--- config.mk ---
export PLATFORM = sky130hd
export DESIGN_NAME = rair_udiv
export DESIGN_NICKNAME = d
export VERILOG_FILES = /design/src/rair_udiv.sv
export SDC_FILE = /design/constraint.sdc
export NUM_CORES = 2
export LEC_CHECK = 0
export BUFFER_PORTS_ARGS = -buffer_cell sky130_fd_sc_hd__buf_2
export CORE_ASPECT_RATIO = 0.8
export CORE_MARGIN = 4
export CORE_UTILIZATION = 60
export CTS_BUF_LIST = sky130_fd_sc_hd__clkbuf_16
export DETAILED_ROUTE_END_ITERATION = 6
export PLACE_DENSITY = 0.77
export SETUP_SLACK_MARGIN = 0.15
export SLEW_MARGIN = 20
export SYNTH_ARGS = -nofsm -noshare
export SYNTH_HDL_FRONTEND = slang
export SYNTH_SLANG_ARGS = --single-unit
export TNS_END_PERCENT = 10
--- constraint.sdc ---
create_clock -name clk -period 4.2 [get_ports clk]
set_input_delay 0.84 -clock clk [delete_from_list [all_inputs] [get_ports clk]]
set_output_delay 0.84 -clock clk [all_outputs]
set_load 0.02 [all_outputs]
--- src/rair_udiv.sv ---
module rair_udiv #(
	parameter int NW = 48,
	parameter int DW = 32,
	parameter int QW = 17,
	parameter int PW = 1
) (
	input  logic          clk,
	input  logic          arst_n,
	input  logic          in_valid,
	input  logic [NW-1:0] in_num,
	input  logic [DW-1:0] in_den,
	input  logic [PW-1:0] in_pay,
	output logic          out_valid,
	output logic [QW-1:0] out_quo,
	output logic          out_ovf,
	output logic [PW-1:0] out_pay
);
	// Restoring division, one quotient bit per stage. Only the low QW quotient
	// bits are formed; a larger quotient is flagged as overflow.
	logic [DW-1:0] rem_s [0:QW];
	logic [QW-1:0] quo_s [0:QW];
	logic [NW-1:0] num_s [0:QW];
	logic [DW-1:0] den_s [0:QW];
	logic [PW-1:0] pay_s [0:QW];
	logic [QW:0]   vld_s;
	logic [QW:0]   ovf_s;
	logic [DW-1:0] head;

	assign head = DW'(in_num[NW-1:QW]);

	always_ff @(posedge clk or negedge arst_n) begin
		if (!arst_n) begin
			vld_s[0] <= 1'b0;
		end else begin
			vld_s[0] <= in_valid;
		end
	end

	always_ff @(posedge clk) begin
		rem_s[0] <= head;
		ovf_s[0] <= head >= in_den;
		quo_s[0] <= '0;
		num_s[0] <= in_num;
		den_s[0] <= in_den;
		pay_s[0] <= in_pay;
	end

	for (genvar k = 0; k < QW; k++) begin : g_step
		logic [DW:0] trial;
		logic [DW:0] diff;
		logic        ge;

		assign trial = {rem_s[k], num_s[k][QW-1-k]};
		assign diff  = trial - {1'b0, den_s[k]};
		assign ge    = trial >= {1'b0, den_s[k]};

		always_ff @(posedge clk or negedge arst_n) begin
			if (!arst_n) begin
				vld_s[k+1] <= 1'b0;
			end else begin
				vld_s[k+1] <= vld_s[k];
			end
		end

		always_ff @(posedge clk) begin
			rem_s[k+1] <= ge ? diff[DW-1:0] : trial[DW-1:0];
			quo_s[k+1] <= {quo_s[k][QW-2:0], ge};
			ovf_s[k+1] <= ovf_s[k];
			num_s[k+1] <= num_s[k];
			den_s[k+1] <= den_s[k];
			pay_s[k+1] <= pay_s[k];
		end
	end

	assign out_valid = vld_s[QW];
	assign out_quo   = quo_s[QW];
	assign out_ovf   = ovf_s[QW];
	assign out_pay   = pay_s[QW];
endmodule

==> flow_summary.json <==
{
  "status": "finished clean",
  "crit_buf_inv": 3,
  "yosys.area.top_type": "dfxtp_1",
  "grt_max_degree": 55,
  "hold_viol_final": 0,
  "core_um2": 105000,
  "clockBufferDepth": 3,
  "min_from": "in_num[15]",
  "r2r_setup_slack_ps": 340,
  "syn_inst": 6698,
  "leakage_uw": 0.0332,
  "synth_top_area_share_pct": 44.7,
  "cts_buffers": 139,
  "syn_area_per_cell_um2": 9.55,
  "stdcell_area_um2": 71000,
  "drt_iter0_markers": 4906,
  "grt_pass1_vias": 44600,
  "num_vias": 47500,
  "place_hpwl_um": 120000,
  "synth_cell_type_count": 91,
  "skew_ps": 25.4,
  "max_freq_mhz": 259,
  "port_buffers": 103,
  "r2r-end": "rem_s[11][26]",
  "worst_path_largest_cell_delay_ps": 600,
  "grt_pass1_wl_um": 243000,
  "cts_root_buf": "clkbuf_16",
  "drive_gt1_share_pct": 9.46,
  "ant_nets": 0,
  "crit_arrival_ps": 4580,
  "cpLargestDelayFamily": "simple AND/OR/NAND/NOR gates",
  "rsz0062_at_grt": "true",
  "startpoint_type": "register",
  "layout_min_cycle_time_ps": 3860,
  "worstSetupPathType": "reg -> reg",
  "vias_per_cell": 5.68,
  "holdPathStages": 1,
  "required_ps": 4920,
  "antenna_found_initial": 10,
  "async_reset_ff_share_pct": 1.24,
  "gp_congestion": 0.979,
  "vdd_drop_max_mv": 0.514,
  "hold_end": "num_s[0][15]",
  "synth-edff-count": 0,
  "start_util_pct": 60.8,
  "cts_tree": "done",
  "clk_latency_ps": 790,
  "nets": 7521,
  "placed_area_um2": 66200,
  "hold_path.class": "in -> reg",
  "power_density_nw_per_um2": 892,
  "dieWidth_um": 373,
  "row_count": 106,
  "cp-end-kind": "register",
  "cts-htree-levels": 4,
  "die_h_um": 300,
  "setup_violations": 0,
  "cts.sinks": 1447,
  "synth_area_um2": 64000,
  "r2r-start": "den_s[10][18]",
  "yosys_warnings": 0,
  "maxSlewViolCount": 0,
  "seq_area_frac_synth_pct": 45.4,
  "ys_dominant_reg_cell": "dfxtp_1",
  "fp.dieArea_um2": 112000,
  "cp_max_fo": 14,
  "wire_per_inst_um": 18.4,
  "first_pass_iters": 6,
  "power.total_uw": 63400,
  "syn-num-nets": 7373,
  "rr_worst_depth": 11,
  "syn2layout_area_growth_pct": 11.0,
  "clkTransAtPathRegs_ps": 60,
  "worst_pin_slew_ps": 903,
  "fin_crit_sh_pct": 91.9,
  "routed_wl_um": 154000,
  "tns_ps": 0,
  "maxCapViolCount": 0,
  "track_usage_pct": 26.9,
  "path_cells": "inv_1 -> ha_1 -> nand2_1 -> nor4_1 -> nand4_1 -> o221ai_1 -> nand2b_1 -> o211a_1 -> buf_4 -> o31ai_1 -> buf_4",
  "io_pins": 104,
  "drc_errors": 0,
  "worst_path_max_delay_cell": "nor4_1",
  "relSlewSlack_pct": 39.1,
  "cp_common_cell": "buf_4",
  "grt-ovfl-total": 0,
  "ys_ff_latch": 1447,
  "synth_area_leaders": "dfxtp_1 (45%), ha_1 (11%), a21oi_1 (4.3%)"
}
-- worst max path at each step --
| stage | from | end | slack, ps | cells after the start |
|---|---|---|---|---|
| floorplan | den_s[15][3] | rem_s[16][26] | 1020 | 12 |
| global placement | den_s[1][1] | rem_s[2][0] | 330 | 12 |
| detailed placement | den_s[1][1] | rem_s[2][0] | 300 | 12 |
| CTS | den_s[1][1] | rem_s[2][0] | 270 | 12 |
| global route | den_s[1][1] | rem_s[2][0] | 140 | 12 |
| finish | den_s[10][18] | rem_s[11][26] | 340 | 11 |
-- registers in the layout (all words and copies together) (netlist names) --
register and flops:
quo_s 153, ovf_s 17, out_valid 1, vld_s 17, out_ovf 1, rem_s 512, den_s 544, num_s 184
pay_s 18
-- power by group --
group          internal (µW)  total [µW]  switching [µW]
registers              17700       20100            2430
clock network           7440       12900            5500
logic                  13500       30300           16700
total                  38700       63400           24700
-- worst reg2reg max path, delay by kind of cell (launching register included) --
kind                       cells  cell delay [ps]
buffers and inverters          3              550
AOI/OAI and AO/OA              3             1060
DFF                            1              400
and+or+nand+nor                4             1420
adders and majority gates      1              380
-- cells in the mapped netlist, types with 8 or more instances --
cell type / n
mux2i_1: 20
o31ai_1: 42
buf_6: 8
nor2_1: 291
o21ai_0: 424
dfrtp_1: 18
a21oi_1: 552
and3_1: 57
a211o_1: 14
or2_2: 11
and2_1: 20
o21bai_1: 62
nand2_1: 464
or3_1: 23
nor2b_1: 76
o22ai_1: 10
nand3_1: 112
a221oi_1: 14
a31oi_1: 54
o21a_1: 84
xor2_1: 168
a31o_2: 10
nor4_1: 26
o31a_1: 16
o2111ai_1: 9
dfxtp_1: 1429
ha_1: 575
nor3_1: 72
o211ai_1: 26
mux2_2: 233
buf_2: 28
a2111oi_0: 12
clkbuf_1: 114
a211oi_1: 42
a21boi_0: 13
nand4_1: 94
a21o_1: 264
inv_1: 703
nand2b_1: 69
fa_1: 16
o21ai_1: 11
a41oi_1: 9
xnor2_1: 261
-- kinds of logic (layout without fill, tap and decap cells) --
group,count (synthesis),after routing,share of synthesized area [%]
AOI/OAI and AO/OA,1758,1758,17.2
xor gates and xnor gates,429,429,5.87
adders and majority gates,591,591,11.7
buffers and inverters,862,1121,5.22
DFF,1447,1447,45.4
muxes,260,260,4.54
other,0,6,0
and+or+nand+nor,1351,1351,10.0
-- cells in the final DEF (no fill, tap or decap), types with 16 or more instances in the layout --
master	n
a21o_1	264
dfxtp_1	1429
clkbuf_16	139
xor2_1	168
buf_2	103
nor4_1	26
clkinv_1	29
buf_4	51
a211oi_1	42
ha_1	575
xnor2_1	261
nor2b_1	76
and3_1	57
o31a_1	16
o21a_1	84
bufinv_16	21
mux2i_1	20
nand4_1	94
dfrtp_1	18
nor2_1	291
a21oi_1	548
nand2_1	464
o31ai_1	42
nor3_1	72
fa_1	16
o21bai_1	62
o21ai_0	424
mux2_2	233
inv_1	722
nand3_1	112
or3_1	23
a31oi_1	53
o211ai_1	26
nand2b_1	69
and2_1	20
-- stage by stage --
| step | setup WS (ps) | utilization (%) | instances | hold WS (ps) |
|---|---|---|---|---|
| floorplan | 1020 | - | 6698 | 310 |
| global placement | 333 | 63.0 | 8108 | 309 |
| detailed placement | 305 | 63.0 | 8108 | 312 |
| CTS | 275 | 67.5 | 8361 | 84.0 |
| global route | 142 | 67.5 | 8361 | 116 |
| finish | 340 | 67.5 | 8367 | 152 |
-- layer usage --
layer | global-route usage (%) | up-vias | wire length (µm)
met3 | 7.22 | 204 | 15600
met1 | 42.2 | 22000 | 77400
li1 | - | 23500 | -
met4 | 6.68 | 2 | 2840
met5 | 0 | - | 12
met2 | 36.1 | 1788 | 57800
-- timing repair --
item	4_1_cts	5_1_grt
hold endpoints to repair	18	0
endpoints found under the setup margin	0	42
buffers inserted	0	0
resized for setup	0	4
hold buffers	1	0
-- layout make-up --
type,instances,area (µm²)
diodes,6,15.0
clock buffers,139,3480
clock inverters,113,1280
fillers,8270,34200
inverters,704,2640
multi-input cells,4389,31700
flip-flops and latches,1447,29100
well taps,1404,1760
repair buffers,165,1110
(Power assumes the default switching activity.)
